[src/sv/rgb_gaussian_blur_edge_normalized_macros.svh]
// ---------------------------------------------------------------------------
// rgb_gaussian_blur_edge_normalized_macros.svh
// Assertion macros for the RGB Gaussian blur block.
// ---------------------------------------------------------------------------
`ifndef RGB_GAUSSIAN_BLUR_EDGE_NORMALIZED_MACROS_SVH
`define RGB_GAUSSIAN_BLUR_EDGE_NORMALIZED_MACROS_SVH

`ifndef NO_ASSERTIONS
// same-cycle implication, sampled on i_clk, off during reset
`define RGBG_ASSERT_IMP(lbl, ante, cons, msg) \
    lbl: assert property (@(posedge i_clk) disable iff (!i_rst_n) (ante) |-> (cons)) \
        else $error(msg);
// next-cycle implication
`define RGBG_ASSERT_NXT(lbl, ante, cons, msg) \
    lbl: assert property (@(posedge i_clk) disable iff (!i_rst_n) (ante) |=> (cons)) \
        else $error(msg);
`else
`define RGBG_ASSERT_IMP(lbl, ante, cons, msg)
`define RGBG_ASSERT_NXT(lbl, ante, cons, msg)
`endif

`endif

[src/sv/rgbg_pkg.sv]
// ---------------------------------------------------------------------------
// rgbg_pkg
// Types and constants shared by the RGB Gaussian blur modules.
// ---------------------------------------------------------------------------
package rgbg_pkg;

    localparam int PIX_W     = 8;
    localparam int N_CH      = 3;
    localparam int CFG_W     = 12;
    localparam int CFG_IDX_W = 3;
    localparam int WGT_W     = 8;
    localparam int ROW_CNT_W = 12;
    localparam int COL_CNT_W = 11;
    localparam int POS_OUT_W = 11;
    localparam int CW_W      = 2 * WGT_W;
    localparam int PROD_W    = CW_W + PIX_W;
    // sums sized for the largest window (7 x 7)
    localparam int ACC_W     = 30;
    localparam int DSUM_W    = 22;
    localparam int NUM_W     = ACC_W + 1;
    localparam int DD_W      = DSUM_W + 1;
    localparam int QUO_W     = PIX_W;

    localparam logic [CFG_IDX_W-1:0] CFG_IMAGE_WIDTH  = 3'd0;
    localparam logic [CFG_IDX_W-1:0] CFG_IMAGE_HEIGHT = 3'd1;
    localparam logic [CFG_IDX_W-1:0] CFG_WGT_CENTER   = 3'd2;
    localparam logic [CFG_IDX_W-1:0] CFG_WGT_ONE      = 3'd3;
    localparam logic [CFG_IDX_W-1:0] CFG_WGT_TWO      = 3'd4;
    localparam logic [CFG_IDX_W-1:0] CFG_WGT_THREE    = 3'd5;

    localparam logic [CFG_W-1:0] RST_WIDTH  = 12'd640;
    localparam logic [CFG_W-1:0] RST_HEIGHT = 12'd480;
    localparam logic [WGT_W-1:0] RST_WGT0   = 8'd255;
    localparam logic [WGT_W-1:0] RST_WGT1   = 8'd204;
    localparam logic [WGT_W-1:0] RST_WGT2   = 8'd105;
    localparam logic [WGT_W-1:0] RST_WGT3   = 8'd35;

    typedef struct packed {
        logic             req_type;
        logic [PIX_W-1:0] in_red;
        logic [PIX_W-1:0] in_green;
        logic [PIX_W-1:0] in_blue;
    } t_in;

    typedef struct packed {
        logic [PIX_W-1:0]     out_red;
        logic [PIX_W-1:0]     out_green;
        logic [PIX_W-1:0]     out_blue;
        logic [POS_OUT_W-1:0] out_row;
        logic [POS_OUT_W-1:0] out_col;
        logic                 frame_done;
    } t_out;

    // one stage of the divider chain: partial remainders and quotients
    typedef struct packed {
        logic [N_CH-1:0][NUM_W-1:0] rem;
        logic [DD_W-1:0]            dd;
        logic [N_CH-1:0][QUO_W-1:0] quo;
        logic                       zero;
        logic [POS_OUT_W-1:0]       row;
        logic [POS_OUT_W-1:0]       col;
        logic                       done;
    } t_div_data;

endpackage

[src/sv/rgbg_div_cell.sv]
// ---------------------------------------------------------------------------
// rgbg_div_cell
// One cell of the rounding divider chain: resolves one quotient bit.
// ---------------------------------------------------------------------------
module rgbg_div_cell #(
    parameter int SHIFT = 0
) (
    input  logic                i_clk,
    input  logic                i_rst_n,
    input  logic                i_en,
    input  logic                i_valid,
    input  rgbg_pkg::t_div_data i_data,
    output logic                o_valid,
    output rgbg_pkg::t_div_data o_data
);

    logic                       r_valid;
    rgbg_pkg::t_div_data        r_data;
    rgbg_pkg::t_div_data        n_data;
    logic [rgbg_pkg::NUM_W-1:0] ddsh;

    always_comb begin
        ddsh   = rgbg_pkg::NUM_W'(i_data.dd) << SHIFT;
        n_data = i_data;
        for (int c = 0; c < rgbg_pkg::N_CH; c++) begin
            if (i_data.rem[c] >= ddsh) begin
                n_data.rem[c]        = i_data.rem[c] - ddsh;
                n_data.quo[c][SHIFT] = 1'b1;
            end
        end
    end

    always_ff @(posedge i_clk) begin
        if (!i_rst_n) begin
            r_valid <= 1'b0;
        end else if (i_en) begin
            r_valid <= i_valid;
        end
    end

    always_ff @(posedge i_clk) begin
        if (i_en) begin
            r_data <= n_data;
        end
    end

    assign o_valid = r_valid;
    assign o_data  = r_data;

endmodule

[config.mk]
export PLATFORM = sky130hd
export DESIGN_NAME = rgbg_div_cell
export DESIGN_NICKNAME = d
export VERILOG_FILES = /design/src/sv/rgb_gaussian_blur_edge_normalized_macros.svh /design/src/sv/rgbg_pkg.sv /design/src/sv/rgbg_div_cell.sv
export SDC_FILE = /design/constraint.sdc
export NUM_CORES = 1
export LEC_CHECK = 0
export ABC_AREA = 1
export BUFFER_PORTS_ARGS = -buffer_cell sky130_fd_sc_hd__buf_2
export CAP_MARGIN = 20
export CELL_PAD_IN_SITES_DETAIL_PLACEMENT = 1
export CELL_PAD_IN_SITES_GLOBAL_PLACEMENT = 1
export CORE_MARGIN = 5
export CORE_UTILIZATION = 38
export CTS_BUF_LIST = sky130_fd_sc_hd__clkbuf_4 sky130_fd_sc_hd__clkbuf_8 sky130_fd_sc_hd__clkbuf_16
export DETAILED_ROUTE_END_ITERATION = 8
export PLACE_DENSITY = 0.82
export SYNTH_ARGS = -nofsm -noshare
export SYNTH_HDL_FRONTEND = slang
export SYNTH_SLANG_ARGS = --single-unit
[constraint.sdc]
create_clock -name i_clk -period 2.25 [get_ports i_clk]
set_input_delay 0.225 -clock i_clk [delete_from_list [all_inputs] [get_ports i_clk]]
set_output_delay 0.225 -clock i_clk [all_outputs]
set_load 0.05 [all_outputs]
**Word level (Yosys, flattened, before mapping)**

Cells that the tools add are included.

- $add $sub $neg: 3
- Magnitude comparators: 3
- Multiplexer cells: 3

Operators by type and width:

| kind | count |
|---|---|
| 31-bit by 23-bit >= comparator with 1-bit output | 3 |
| 31-bit two-way mux | 3 |
| 31-bit by 23-bit subtractor with 31-bit output | 3 |

- Flip-flop bits (word level): 165
- Output and inout port bits: 165
- Logic and storage cells: 24

**Longest topological paths before layout**

- Depth in word-level cells: 2
- Mapped depth: 16

**Worst setup path before layout**

Ideal clock, no wire load.

- Path kind: input -> register
- Start point: input port i_data[50] (netlist name)
- End point: register r_data (netlist bit o_data[137]) (data pin)
- Setup time: 0.257 ns
- Arrival: 1.632 ns
- Required time: 1.993 ns
- Slack: 0.361 ns
- Stages: 12
- Buffers on the path: 1
- Cells stage by stage: inv_1 > ha_1 > or2_1 > nand3_1 > nand2_1 > nand2_1 > nand2_2 > nand2_2 > nand2_4 > inv_6 > buf_6 > o21ai_2

RTL lines:

| what | line | source |
|---|---|---|
| start, declared | rgbg_div_cell.sv:12 | `input rgbg_pkg::t_div_data i_data,` |
| end signal, assigned | rgbg_div_cell.sv:43 | `r_data <= n_data;` |
| end, declared | rgbg_div_cell.sv:18 | `rgbg_pkg::t_div_data r_data;` |

==> flow_summary_export.csv <==
group,metric,value,unit
cells_and_area,final_cell_mix,"699 x nand2_1, 342 x inv_1, 331 x buf_2",
placement,port_buffers,332,
yosys,synthArstFlopShare,0,%
setup_path,crit_chain,"buf_2, inv_1, ha_1, nand2_1, inv_1, a21oi_2, nand3_1, nor2_1, nand2_4, inv_4, buf_12, o21ai_1",
status,status,"finished clean",
routing,wire_per_inst,20.07,um
setup_path,r2r_setup_slack,1.57,ns
routing,wirelength,56.49,mm
floorplan,rows,66,
yosys,yosysTopAreaCell,"edfxtp_1",
yosys,synth-seq-area-share,39.31,%
timing,fin_crit,2.107,ns
setup_path,r2r.worst_path.cells,2,
power_and_ir_drop,vdd_ir_drop_max,0.5783,mV
timing,setup_viol,0,
yosys,ys_seq_elements,165,
routing,drc,0,
floorplan,die_area,36840,sq um
cells_and_area,drive_gt1_share,27.84,%
routing,ant_nets,0,
global_routing,grt_pass1_wl,83.13,mm
setup_path,worst_path_max_delay_cell,"ha_1",
cells_and_area,nNetsFinal,2594,
yosys,synth-compound-area-share,5.590,%
setup_path,cp.arrival,2.32,ns
timing,rsz0062_at_grt,"no",
clock_tree,clock_latency,0.46,ns
clock_tree,cts-root-buf,"clkbuf_16",
power_and_ir_drop,total_power,11.54,mW
clock_tree,max-clock-path-buffers,2,
setup_path,critPathRequiredTime,2.46,ns
yosys,synth_top_family_by_area,"simple AND/OR/NAND/NOR gates",
power_and_ir_drop,leakagePower,9.320,nW
clock_tree,htreeDepth,4,
yosys,synth_top_area_share,39.15,%
setup_path,r2r_end,"o_valid",
global_routing,grt_usage,30.08,%
timing,fmax,474.6,MHz
yosys,mappedNetlistNets,1994,
min_path,holdPathEnd,"o_data[40]",
floorplan,ios,333,
clock_tree,postCtsSetupBuffers,0,
timing,period_share,93.64,%
yosys,syn-cell-area,12580,sq um
clock_tree,cts_tree,"done",
clock_tree,cts_buffers,17,
global_routing,grt_pass1_vias,15040,
yosys,synthFlopType,"edfxtp_1",
placement,gp_congestion,0.9806,
setup_path,startpoint_type,"input pin",
yosys,synth_area_leaders,"edfxtp_1 39%, nand2_1 21%, inv_1 10%",
cells_and_area,layout_commonest_cell,"nand2_1",
global_routing,grt.overflow.total,0,
global_routing,antenna_found_initial,4,
yosys,synth_edf_count,164,
yosys,syn_inst,1754,
floorplan,core,32620,sq um
clock_tree,clkSinkCount,165,
cells_and_area,area_growth,39.60,%
routing,drtIter0Drc,761,
timing,finalClockSkew,0,ns
job,maxCapViolCount,0,
setup_path,cp_common_cell,"inv_1",
clock_tree,clkSlewWorstSetupHoldPaths,0.07,ns
setup_path,cp-end-kind,"flip-flop",
yosys,yosysWarningCount,0,
setup_path,cpPeakStageDelay,0.37,ns
yosys,synth_mux_area_share,0,%
setup_path,path_max_fanout,17,
timing,maxSlewViolCount,0,
setup_path,critical_path_class,"in2reg",
timing,slew_headroom,65.87,%
cells_and_area,utilization,53.83,%
yosys,synth_area_per_cell,7.171,sq um
yosys,synthSimpleGateAreaFrac,33.07,%
power_and_ir_drop,power.density,657.2,nW/um^2
timing,worst_pin_slew,0.5081,ns
floorplan,start_util,38.56,%
floorplan,die_h,191.9,um
placement,dpl.hpwl,44.46,mm
yosys,ys_types,35,
routing,viasPerCell,4.948,
min_path,hp-start,"i_data[40]",
routing,num_vias,13920,
cells_and_area,fill_cells,4300,
min_path,worstHoldPathCells,2,
setup_path,reg2reg_from,"o_valid",
yosys,synth-adder-area-share,7.341,%
yosys,synth-xor-area-share,2.925,%
global_routing,grt_start_max_net_pins,49,
routing,dr.pass1.iters,5,
min_path,min_path_type,"in2reg",
floorplan,die_w,191.9,um
timing,hold_viol,0,
[how the worst max path moves through the flow]
stage | startpoint | end | slack (ns) | depth (start not counted)
CTS | i_data[70] | o_data[81] | 0.23 | 12
global placement | i_data[70] | o_data[81] | -0.20 | 12
global route | i_data[70] | o_data[85] | 0.09 | 12
finish | i_data[70] | o_data[81] | 0.14 | 12
detailed placement | i_data[70] | o_data[81] | -0.25 | 12
floorplan | i_data[50] | o_data[137] | 0.36 | 12
[worst max-delay path: cells and delay by family]
| kind | cells | cell delay [ns] |
|---|---|---|
| buf+inv | 5 | 0.84 |
| simple gates | 4 | 0.61 |
| fa+ha+maj | 1 | 0.37 |
| compound gates | 2 | 0.27 |
[Yosys cell counts (2+ instances only)]
cell	instances
ha_1	69
buf_6	12
inv_1	342
o21ai_1	3
xor2_1	19
edfxtp_1	164
o21ai_0	8
a21oi_1	45
nor2_1	110
nor2_2	14
nand4_1	18
nand3b_1	7
nand2_1	699
and2_1	8
nand2_4	2
a21oi_2	16
or2_2	4
a21boi_0	2
or2_1	3
nand2_2	26
nor3_1	8
nand3_1	106
inv_2	4
o21bai_1	2
buf_4	2
xnor2_1	23
fa_1	3
o21ai_2	28
[per-layer routing]
metal / track usage (%) / up-vias / share of wire, %
met5: 0 / - / 0
li1: - / 6656 / -
met1: 33.73 / 6652 / 39
met3: 6.234 / 150 / 6.0
met4: 16.80 / 0 / 5.5
met2: 53.11 / 466 / 50
[report_power, final]
part,leakage (nW),internal [mW],switching [mW]
Sequential,1.61,3.82,0.139
Combinational,7.41,1.40,3.03
Clock,0.293,1.63,1.53
Total,9.32,6.84,4.70
[through the flow]
step                      cell area, sq um  hold WS, ns  std cells  TNS, ns  worst slack, ns
final                                17560      0.02078       2814        0           0.1431
after detailed placement             16290       0.4039       2710   -15.09          -0.2489
after CTS                            17550     0.001671       2809        0           0.2275
after global routing                 17550      0.01988       2812        0          0.09071
after global placement               16290       0.4014       2710   -11.14          -0.2023
after floorplan                      12580       0.3185       1754        0           0.3606
[layout make-up]
class / count / area, sq um / area share, %
diodes: 5 / 12.51 / 0.07126
inverters: 348 / 1314 / 7.482
clock buffers: 20 / 454.2 / 2.587
repair buffers: 596 / 3993 / 22.74
clock inverters: 12 / 133.9 / 0.7624
flip-flops and latches: 165 / 4945 / 28.16
multi-input cells: 1226 / 6155 / 35.05
well taps: 442 / 553.0 / 3.149
[sequential cells by signal (all words and copies together), names as in the netlist]
name and cells:
o_data 164, o_valid 1
[logic make-up (layout without fill, tap and decap cells)]
kind of cell / Yosys count / after routing
XOR/XNOR: 42 / 42
adder cells (fa/ha/maj): 72 / 72
buffers and inverters: 363 / 976
AND/OR/NAND/NOR: 1007 / 1007
AO/OA/AOI/OAI: 105 / 105
other: 0 / 5
flip-flops: 165 / 165
[repair_timing]
item                                    in CTS  in global routing
gates resized for setup                      0                  0
hold endpoints to repair                    67                  0
endpoints found under the setup margin       0                  0
hold buffers                                67                  0
(Power assumes the default switching activity.)
