===== src/sv/rgb_gaussian_blur_edge_normalized_macros.svh =====
// ---------------------------------------------------------------------------
// rgb_gaussian_blur_edge_normalized_macros.svh
// Assertion macros for the RGB Gaussian blur block.
// ---------------------------------------------------------------------------
`ifndef RGB_GAUSSIAN_BLUR_EDGE_NORMALIZED_MACROS_SVH
`define RGB_GAUSSIAN_BLUR_EDGE_NORMALIZED_MACROS_SVH

`ifndef NO_ASSERTIONS
// same-cycle implication, sampled on i_clk, off during reset
`define RGBG_ASSERT_IMP(lbl, ante, cons, msg) \
    lbl: assert property (@(posedge i_clk) disable iff (!i_rst_n) (ante) |-> (cons)) \
        else $error(msg);
// next-cycle implication
`define RGBG_ASSERT_NXT(lbl, ante, cons, msg) \
    lbl: assert property (@(posedge i_clk) disable iff (!i_rst_n) (ante) |=> (cons)) \
        else $error(msg);
`else
`define RGBG_ASSERT_IMP(lbl, ante, cons, msg)
`define RGBG_ASSERT_NXT(lbl, ante, cons, msg)
`endif

`endif


===== src/sv/rgbg_idiv.sv =====
// ---------------------------------------------------------------------------
// rgbg_idiv
// Restoring integer divider, one quotient bit per cycle.
// ---------------------------------------------------------------------------
module rgbg_idiv #(
    parameter int NUM_W = 24,
    parameter int DEN_W = 12
) (
    input  logic             i_clk,
    input  logic             i_rst_n,
    input  logic             i_start,
    input  logic [NUM_W-1:0] i_num,
    input  logic [DEN_W-1:0] i_den,
    output logic             o_done,
    output logic [NUM_W-1:0] o_quo,
    output logic [DEN_W-1:0] o_rem
);

    localparam int CNT_W = $clog2(NUM_W + 1);

    logic [CNT_W-1:0] r_cnt;
    logic             r_done;
    logic [NUM_W-1:0] r_num;
    logic [DEN_W-1:0] r_rem;
    logic [DEN_W-1:0] r_den;
    logic [DEN_W:0]   sh;
    logic             fits;
    logic [DEN_W-1:0] n_rem;

    always_comb begin
        sh    = {r_rem, r_num[NUM_W-1]};
        fits  = (sh >= {1'b0, r_den});
        n_rem = fits ? DEN_W'(sh - {1'b0, r_den}) : sh[DEN_W-1:0];
    end

    always_ff @(posedge i_clk) begin
        if (!i_rst_n) begin
            r_cnt  <= '0;
            r_done <= 1'b0;
        end else begin
            r_done <= (r_cnt == CNT_W'(1));
            if (i_start) begin
                r_cnt <= CNT_W'(NUM_W);
                r_num <= i_num;
                r_rem <= '0;
                r_den <= i_den;
            end else if (r_cnt != '0) begin
                r_cnt <= r_cnt - CNT_W'(1);
                r_num <= {r_num[NUM_W-2:0], fits};
                r_rem <= n_rem;
            end
        end
    end

    assign o_done = r_done;
    assign o_quo  = r_num;
    assign o_rem  = r_rem;

endmodule


===== config.mk =====
export PLATFORM = sky130hd
export DESIGN_NAME = rgbg_idiv
export DESIGN_NICKNAME = d
export VERILOG_FILES = /design/src/sv/rgb_gaussian_blur_edge_normalized_macros.svh /design/src/sv/rgbg_idiv.sv
export SDC_FILE = /design/constraint.sdc
export NUM_CORES = 1
export LEC_CHECK = 0
export ABC_CLOCK_PERIOD_IN_PS = 2600
export BUFFER_PORTS_ARGS = -buffer_cell sky130_fd_sc_hd__buf_4
export CAP_MARGIN = 0
export CORE_AREA = 3 3 112 114
export CTS_BUF_LIST = sky130_fd_sc_hd__clkbuf_8
export DETAILED_ROUTE_END_ITERATION = 10
export DIE_AREA = 0 0 115 117
export PLACE_DENSITY = 0.41
export SYNTH_ARGS = -nofsm -noshare
export SYNTH_HDL_FRONTEND = slang
export SYNTH_SLANG_ARGS = --single-unit

===== constraint.sdc =====
create_clock -name i_clk -period 2.6 [get_ports i_clk]
set_clock_uncertainty 0.15 [all_clocks]
set_input_delay 0.52 -clock i_clk [delete_from_list [all_inputs] [get_ports i_clk]]
set_output_delay 0.52 -clock i_clk [all_outputs]
set_load 0.02 [all_outputs]

## Word-level counts from Yosys, hierarchy flattened

Cells that the tools add are included.

| word-level totals | value |
|---|---|
| register bits after elaboration | 54 |
| bits of input ports | 39 |
| output and inout bits | 37 |
| word-level logic and storage cells | 22 |

| operators by class | value |
|---|---|
| $add $sub $neg | 2 |
| order comparisons | 1 |
| equality and inequality tests | 1 |
| muxes and demuxes | 6 |
| bitwise logic cells | 1 |
| reductions and logical operators | 5 |

Operators by type and width:

| cell | number |
|---|---|
| 2-to-1 mux 24 bit | 2 |
| 2-to-1 mux 12 bit | 2 |
| greater-or-equal comparator 13 x 12 -> 1 bit | 1 |
| subtractor 12 bit | 1 |
| 2-to-1 mux 5 bit | 2 |
| == test 5 x 1 -> 1 bit, second input constant | 1 |
| nonzero test 5 bit | 1 |
| subtractor 5 x 1 -> 5 bit, second input constant | 1 |
| AND reduction 2 bit | 2 |
| nonzero test 2 bit | 1 |
| OR reduction 2 bit | 1 |
| inverter 1 bit | 1 |

## Longest topological paths before layout

Gate-level depths: netlist (run 1).

| logic depth | value |
|---|---|
| depth in word-level cells | 3 |
| mapped depth | 9 |
| gate-level depth less buffers | 9 |

## Worst setup path before layout (run 1)

Ideal clock, no wire load.

| timing path | value |
|---|---|
| path type | input-to-reg |
| start point | input i_start |
| end point | register r_num[0], in the netlist o_quo[0], enable pin |
| library setup time | 0.395 ns |
| arrival | 1.875 ns |
| data required time | 2.055 ns |
| setup slack | 0.180 ns |
| stages | 3 |
| path buffers | 2 |
| path through | buf_6 clkbuf_1 o21a_1 |

| on the way | value |
|---|---|
| word-level cells in the longest chain between the ends | 2 |

Ends and longest elaborated chain:

| item | RTL line | RTL |
|---|---|---|
| start, declared | rgbg_idiv.sv:11 | `input logic i_start,` |
| nonzero test 2 bit (no source line) | - |  |
| AND reduction 2 bit (no source line) | - |  |
| end signal, assigned | rgbg_idiv.sv:44 | `r_num <= i_num;` |
| end signal, assigned | rgbg_idiv.sv:49 | `r_num <= {r_num[NUM_W-2:0], fits};` |
| end, declared | rgbg_idiv.sv:23 | `logic [NUM_W-1:0] r_num;` |

No other way between the ends.
A chain may end at the register's enable or synchronous reset.

## Final worst setup path (run 1)

| timing path | value |
|---|---|
| start point | register r_rem[0], in the netlist o_rem[0] |
| end point | register r_num[0], in the netlist o_quo[0] (data pin) |

| on the way | value |
|---|---|
| word-level cells in the longest chain between the ends | 3 |

Ends and longest elaborated chain:

| item | RTL line | RTL |
|---|---|---|
| start, declared | rgbg_idiv.sv:24 | `logic [DEN_W-1:0] r_rem;` |
| start signal, assigned | rgbg_idiv.sv:50 | `r_rem <= n_rem;` |
| greater-or-equal comparator 13 x 12 -> 1 bit | rgbg_idiv.sv:32 | `fits = (sh >= {1'b0, r_den});` |
| 2-to-1 mux 24 bit | rgbg_idiv.sv:47 | `end else if (r_cnt != '0) begin` |
| 2-to-1 mux 24 bit | rgbg_idiv.sv:42 | `if (i_start) begin` |

No other way between the ends. The select of a mux whose other input is x is not followed.

==> results.sh, run 1 <==
export IMPL_crit_type="register to register"
export IMPL_drv_slew=0
export IMPL_ioPinCount=76
export IMPL_synth_main_ff_cell="edfxtp_1"
export IMPL_die_area_mm2=0.0135
export IMPL_power_per_cell_area_mw_per_mm2=666
export IMPL_holdWs_ps=218
export IMPL_async_reset_ff_frac=0
export IMPL_cts_max_path_buffers=2
export IMPL_grt_setup_unrepaired="false"
export IMPL_io_buffers=75
export IMPL_p_leak_nw=1.52
export IMPL_antenna_found_initial=0
export IMPL_worstMarginPinSlew_ps=481
export IMPL_stdcell_count=459
export IMPL_clock_latency_ps=320
export IMPL_synth_area_leaders="edfxtp_1 50%, mux2_2 9.7%, ha_1 6.1%"
export IMPL_timing_rr_end="o_quo[0]$_DFFE_PP_"
export IMPL_worst_path_max_fanout=5
export IMPL_wl_per_cell_um=15.6
export IMPL_maxSlewHeadroom=0.679
export IMPL_h_tree_depth=2
export IMPL_diodes=0
export IMPL_yosysSeqAreaShare=0.541
export IMPL_core_mm2=0.0115
export IMPL_postSynthCellCount=229
export IMPL_dpl_cell_count=450
export IMPL_fp_row_count=39
export IMPL_first_iter_violations=62
export IMPL_drt_wl_total_um=7170
export IMPL_grt_max_degree=28
export IMPL_hold_class="input port to register"
export IMPL_num_vias=2117
export IMPL_mostFrequentLayoutCells="86 x buf_4, 48 x edfxtp_1, 25 x mux2_2"
export IMPL_setup_violations=0
export IMPL_grt_overflow=0
export IMPL_cts_sinks=54
export IMPL_initial_core_util=0.251
export IMPL_gp_congestion=0.746
export IMPL_grt_pass1_vias=2232
export IMPL_synth_seq_cells=54
export IMPL_yosys_warnings=0
export IMPL_root_buffer="clkbuf_8"
export IMPL_die_h_um=117
export IMPL_synth_top_area_frac=0.499
export IMPL_maxCapViolCount=0
export IMPL_synth_area_mm2=0.00289
export IMPL_ant_nets=0
export IMPL_hold_depth=1
export IMPL_synth_edf_count=48
export IMPL_syn_area_per_cell_um2=12.6
export IMPL_dp_hpwl_um=5340
export IMPL_grt_pass1_wl_um=11700
export IMPL_vias_per_cell=4.61
export IMPL_regArea_mm2=0.00156
export IMPL_status="complete, no violations"
export IMPL_r2r_start="o_rem[0]$_SDFFCE_PP0P_"
export IMPL_endpoint_kind="register"
export IMPL_ir_worst_vdd_mv=0.275
export IMPL_synth_top_area_cell="edfxtp_1"
export IMPL_cp_arrival_ps=2370
export IMPL_worst_ep_required_time_ps=2530
export IMPL_min_period_over_period=0.938
export IMPL_syn_nets=283
export IMPL_nets=369
export IMPL_multiInputGateArea_mm2=0.00121
export IMPL_max_freq_mhz=410
export IMPL_hold_end="r_den[2]$_DFFE_PP_"
export IMPL_drtPass1Iterations=6
export IMPL_cts_buffers=5
export IMPL_fill_cells=1186
export IMPL_remaining_drc_errors=0
export IMPL_hold_start="i_den[2]"
export IMPL_area_growth_pct=29.9
export IMPL_reg2reg_slack_ps=160
export IMPL_layout_commonest_cell="buf_4"
export IMPL_finalHoldViolCount=0
export IMPL_chipWidth_um=115
export IMPL_cp_start_kind="register"
export IMPL_drive_above_1_share=0.427
export IMPL_r2r_cells=7
export IMPL_synth_cell_types=51
export IMPL_min_period_ps=2440
export IMPL_grt_usage=0.111
export IMPL_cts_tree="done"
export IMPL_clk_transition_reported_paths_ps=110
export IMPL_setup_tns_ps=0
-- critical path, stage by stage, from the launching register on --
cell      delay (ps)
edfxtp_1         480
ha_1             360
and2b_1          190
o21ai_2          180
a31o_4           220
a31o_2           250
nand2_4           90
mux2_2           280
-- how the worst max path moves through the flow --
stage                                       from                     end  slack [ps]
final                     o_rem[0]$_SDFFCE_PP0P_      o_quo[0]$_DFFE_PP_         160
after global routing      o_rem[2]$_SDFFCE_PP0P_  o_rem[4]$_SDFFCE_PP0P_           8
after CTS                 o_rem[0]$_SDFFCE_PP0P_      o_quo[0]$_DFFE_PP_          60
after detailed placement  o_rem[0]$_SDFFCE_PP0P_      o_quo[0]$_DFFE_PP_         110
after global placement    o_rem[0]$_SDFFCE_PP0P_      o_quo[0]$_DFFE_PP_         110
after floorplan                          i_start      o_quo[0]$_DFFE_PP_         180
-- power breakdown --
group | switching (mW) | total [mW] | internal [mW]
Sequential | 0.0653 | 1.14 | 1.07
Combinational | 0.469 | 0.861 | 0.392
Clock | 0.309 | 0.500 | 0.191
Total | 0.844 | 2.50 | 1.65
-- synth_stat cells, types with 5 or more instances --
library cell / instances
a21oi_1: 9
dfxtp_1: 6
edfxtp_1: 48
ha_1: 14
inv_1: 18
mux2_2: 25
nand2_1: 6
nand3_1: 11
nor2_1: 10
nor3_1: 7
o21ai_0: 6
o21ai_1: 5
-- cell type report --
class	instances	area share
clock buffer	5	0.0183
tap	143	0.0477
multi-input combinational	150	0.322
timing repair buffer	86	0.172
sequential	54	0.416
clock inverter	3	0.00567
inverter	18	0.0180
-- metal layers --
metal | global-route usage | vias up | wire (um)
li1 | - | 1033 | -
met1 | 0.143 | 1010 | 3180
met2 | 0.173 | 66 | 3300
met3 | 0.0463 | 8 | 616
met4 | 0.0282 | 0 | 71
met5 | 0 | - | 0
-- cells by family after synthesis --
| group | count (synthesis) | synth area share |
|---|---|---|
| DFF | 54 | 0.541 |
| and+or+nand+nor | 52 | 0.0971 |
| AOI/OAI and AO/OA | 50 | 0.129 |
| buffers and inverters | 25 | 0.0438 |
| muxes | 25 | 0.0975 |
| adders and majority gates | 15 | 0.0676 |
| xor gates and xnor gates | 8 | 0.0243 |
-- state kept, by name (all words and copies together) (netlist names) --
| signal | count |
|---|---|
| o_done | 1 |
| o_quo | 24 |
| o_rem | 12 |
| r_cnt | 5 |
| r_den | 12 |
-- per-stage QoR --
step           cell area (um2)  utilization  setup WS [ps]  total power [mW]
2_1_floorplan             2890            -            180              1.72
5_1_grt                   3750        0.326           7.54              2.66
4_1_cts                   3740        0.324           63.5              2.54
3_5_place_dp              3650        0.317            108              2.02
3_3_place_gp              3650        0.317            111              2.02
6_report                  3750        0.326            161              2.50
-- repair_timing --
| action | in CTS | in global routing |
|---|---|---|
| resized for setup | 0 | 3 |
| setup buffers | 0 | 1 |
| setup endpoints to repair | 0 | 7 |
| hold buffers | 0 | 0 |
(Power assumes the default switching activity.)
==> run 2: changes to the inputs <==
--- a/config.mk
+++ b/config.mk
@@ -5,14 +5,14 @@
 export SDC_FILE = /design/constraint.sdc
 export NUM_CORES = 1
 export LEC_CHECK = 0
-export ABC_CLOCK_PERIOD_IN_PS = 2600
+export ABC_CLOCK_PERIOD_IN_PS = 2960
 export BUFFER_PORTS_ARGS = -buffer_cell sky130_fd_sc_hd__buf_4
 export CAP_MARGIN = 0
-export CORE_AREA = 3 3 112 114
+export CORE_AREA = 3 3 74 76
 export CTS_BUF_LIST = sky130_fd_sc_hd__clkbuf_8
 export DETAILED_ROUTE_END_ITERATION = 10
-export DIE_AREA = 0 0 115 117
-export PLACE_DENSITY = 0.41
+export DIE_AREA = 0 0 77 79
+export PLACE_DENSITY = 0.85
 export SYNTH_ARGS = -nofsm -noshare
 export SYNTH_HDL_FRONTEND = slang
 export SYNTH_SLANG_ARGS = --single-unit
==> constraint.sdc (replaced) <==
create_clock -name i_clk -period 2.96 [get_ports i_clk]
set_clock_uncertainty 0.15 [all_clocks]
set_input_delay 0.592 -clock i_clk [delete_from_list [all_inputs] [get_ports i_clk]]
set_output_delay 0.592 -clock i_clk [all_outputs]
set_load 0.02 [all_outputs]
==> results.sh, run 2 (synthesized netlist as in run 1, its figures left out) <==
export IMPL_status="complete, no violations"
export IMPL_setup_tns_ps=0
export IMPL_core_mm2=0.00479
export IMPL_vias_per_cell=5.61
export IMPL_grt_max_degree=30
export IMPL_initial_core_util=0.603
export IMPL_die_area_mm2=0.00608
export IMPL_cts_max_path_buffers=2
export IMPL_gp_congestion=0.868
export IMPL_root_buffer="clkbuf_8"
export IMPL_maxSlewHeadroom=0.579
export IMPL_nets=361
export IMPL_cp_arrival_ps=2500
export IMPL_setup_violations=0
export IMPL_antenna_found_initial=0
export IMPL_area_growth_pct=24.7
export IMPL_min_period_ps=2580
export IMPL_postCtsSetupBuffers=0
export IMPL_dp_hpwl_um=4760
export IMPL_dpl_worst_slack_ps=414
export IMPL_drv_slew=0
export IMPL_maxCapViolCount=0
export IMPL_min_period_over_period=0.872
export IMPL_mostFrequentLayoutCells="77 x buf_4, 48 x edfxtp_1, 25 x mux2_2"
export IMPL_num_vias=2104
export IMPL_cts_sinks=54
export IMPL_ctsHoldBuffers=0
export IMPL_finalWorstSetupSlack_ps=378
export IMPL_die_h_um=79
export IMPL_ir_worst_vdd_mv=0.414
export IMPL_ioPinCount=76
export IMPL_cts_tree="done"
export IMPL_post_cts_resized=0
export IMPL_p_leak_nw=1.49
export IMPL_cts_buffers=5
export IMPL_largest_register_ffs=24
export IMPL_crit_type="register to register"
export IMPL_clock_latency_ps=310
export IMPL_cp_start_kind="register"
export IMPL_chipWidth_um=77
export IMPL_holdWs_ps=298
export IMPL_io_buffers=75
export IMPL_first_iter_violations=167
export IMPL_grt_setup_unrepaired="false"
export IMPL_finalHoldViolCount=0
export IMPL_hold_class="input port to register"
export IMPL_worst_path_max_fanout=9
export IMPL_grt_overflow=0
export IMPL_h_tree_depth=2
export IMPL_drt_wl_total_um=6480
export IMPL_max_freq_mhz=387
export IMPL_fill_cells=326
export IMPL_grt_usage=0.223
export IMPL_clk_transition_reported_paths_ps=100
export IMPL_endpoint_kind="register"
export IMPL_wl_per_cell_um=17.3
export IMPL_power_per_cell_area_mw_per_mm2=601
export IMPL_grt_pass1_vias=2156
export IMPL_remaining_drc_errors=0
export IMPL_ant_nets=0
export IMPL_grt_pass1_wl_um=10600
export IMPL_worst_ep_required_time_ps=2880
export IMPL_worstMarginPinSlew_ps=631
export IMPL_layout_commonest_cell="buf_4"
export IMPL_drtPass1Iterations=4
export IMPL_diodes=0
export IMPL_fp_row_count=25
export IMPL_drive_above_1_share=0.403
-- run 2: cell count changes in the layout (fill, tap and decap cells not counted), sizes merged --
cell    before  now
buf         86   78
clkinv       3    1
clkbuf       5    6
inv         18   19
-- run 2: cell type report --
type / count / area, um2 / area share
clock inverters: 2 / 8.76 / 0.00243
flip-flops and latches: 54 / 1560 / 0.433
clock buffers: 6 / 82.6 / 0.0229
well taps: 67 / 83.8 / 0.0233
multi-input cells: 150 / 1200 / 0.333
inverters: 18 / 67.6 / 0.0188
repair buffers: 78 / 598 / 0.166
-- run 2: power by group --
group / internal (mW) / leakage, nW / total, mW / switching (mW)
Clock: 0.186 / 0.0524 / 0.424 / 0.238
Sequential: 0.941 / 0.515 / 0.998 / 0.0576
Combinational: 0.333 / 0.920 / 0.742 / 0.410
-- run 2: worst max-delay path, cell delays in order, from the launching register on --
cell and delay (ps):
edfxtp_1 430, ha_1 390, and2_1 210, nor2_2 150, a31o_4 210, a31o_1 390
nand2_4 120, mux2_2 280
-- run 2: final timing paths --
| kind | from | endpoint | slack [ps] | cells after the start |
|---|---|---|---|---|
| worst max-delay path | o_rem[3]$_SDFFCE_PP0P_ | o_quo[0]$_DFFE_PP_ | 380 | 7 |
| worst min-delay path | i_den[5] | r_den[5]$_DFFE_PP_ | 300 | 1 |
| worst max register to register | o_rem[3]$_SDFFCE_PP0P_ | o_quo[0]$_DFFE_PP_ | 380 | 7 |
| worst min register to register | r_cnt[1]$_SDFFE_PP0P_ | r_cnt[1]$_SDFFE_PP0P_ | 370 | 2 |
-- run 2: layer usage --
metal,GRT usage,up-vias,share of wire
met1,0.277,1010,0.42
met3,0.0624,7,0.077
li1,-,1008,-
met4,0.0587,0,0.010
met5,0,-,0
met2,0.386,79,0.50
-- run 2: stage by stage --
step            util  total power, mW  std cells  instance area (um2)
2_1_floorplan      -             1.51        229                 2890
3_3_place_gp   0.734             1.73        367                 3510
3_5_place_dp   0.734             1.75        367                 3510
4_1_cts        0.753             2.17        375                 3600
5_1_grt        0.753             2.28        375                 3600
6_report       0.753             2.16        375                 3600
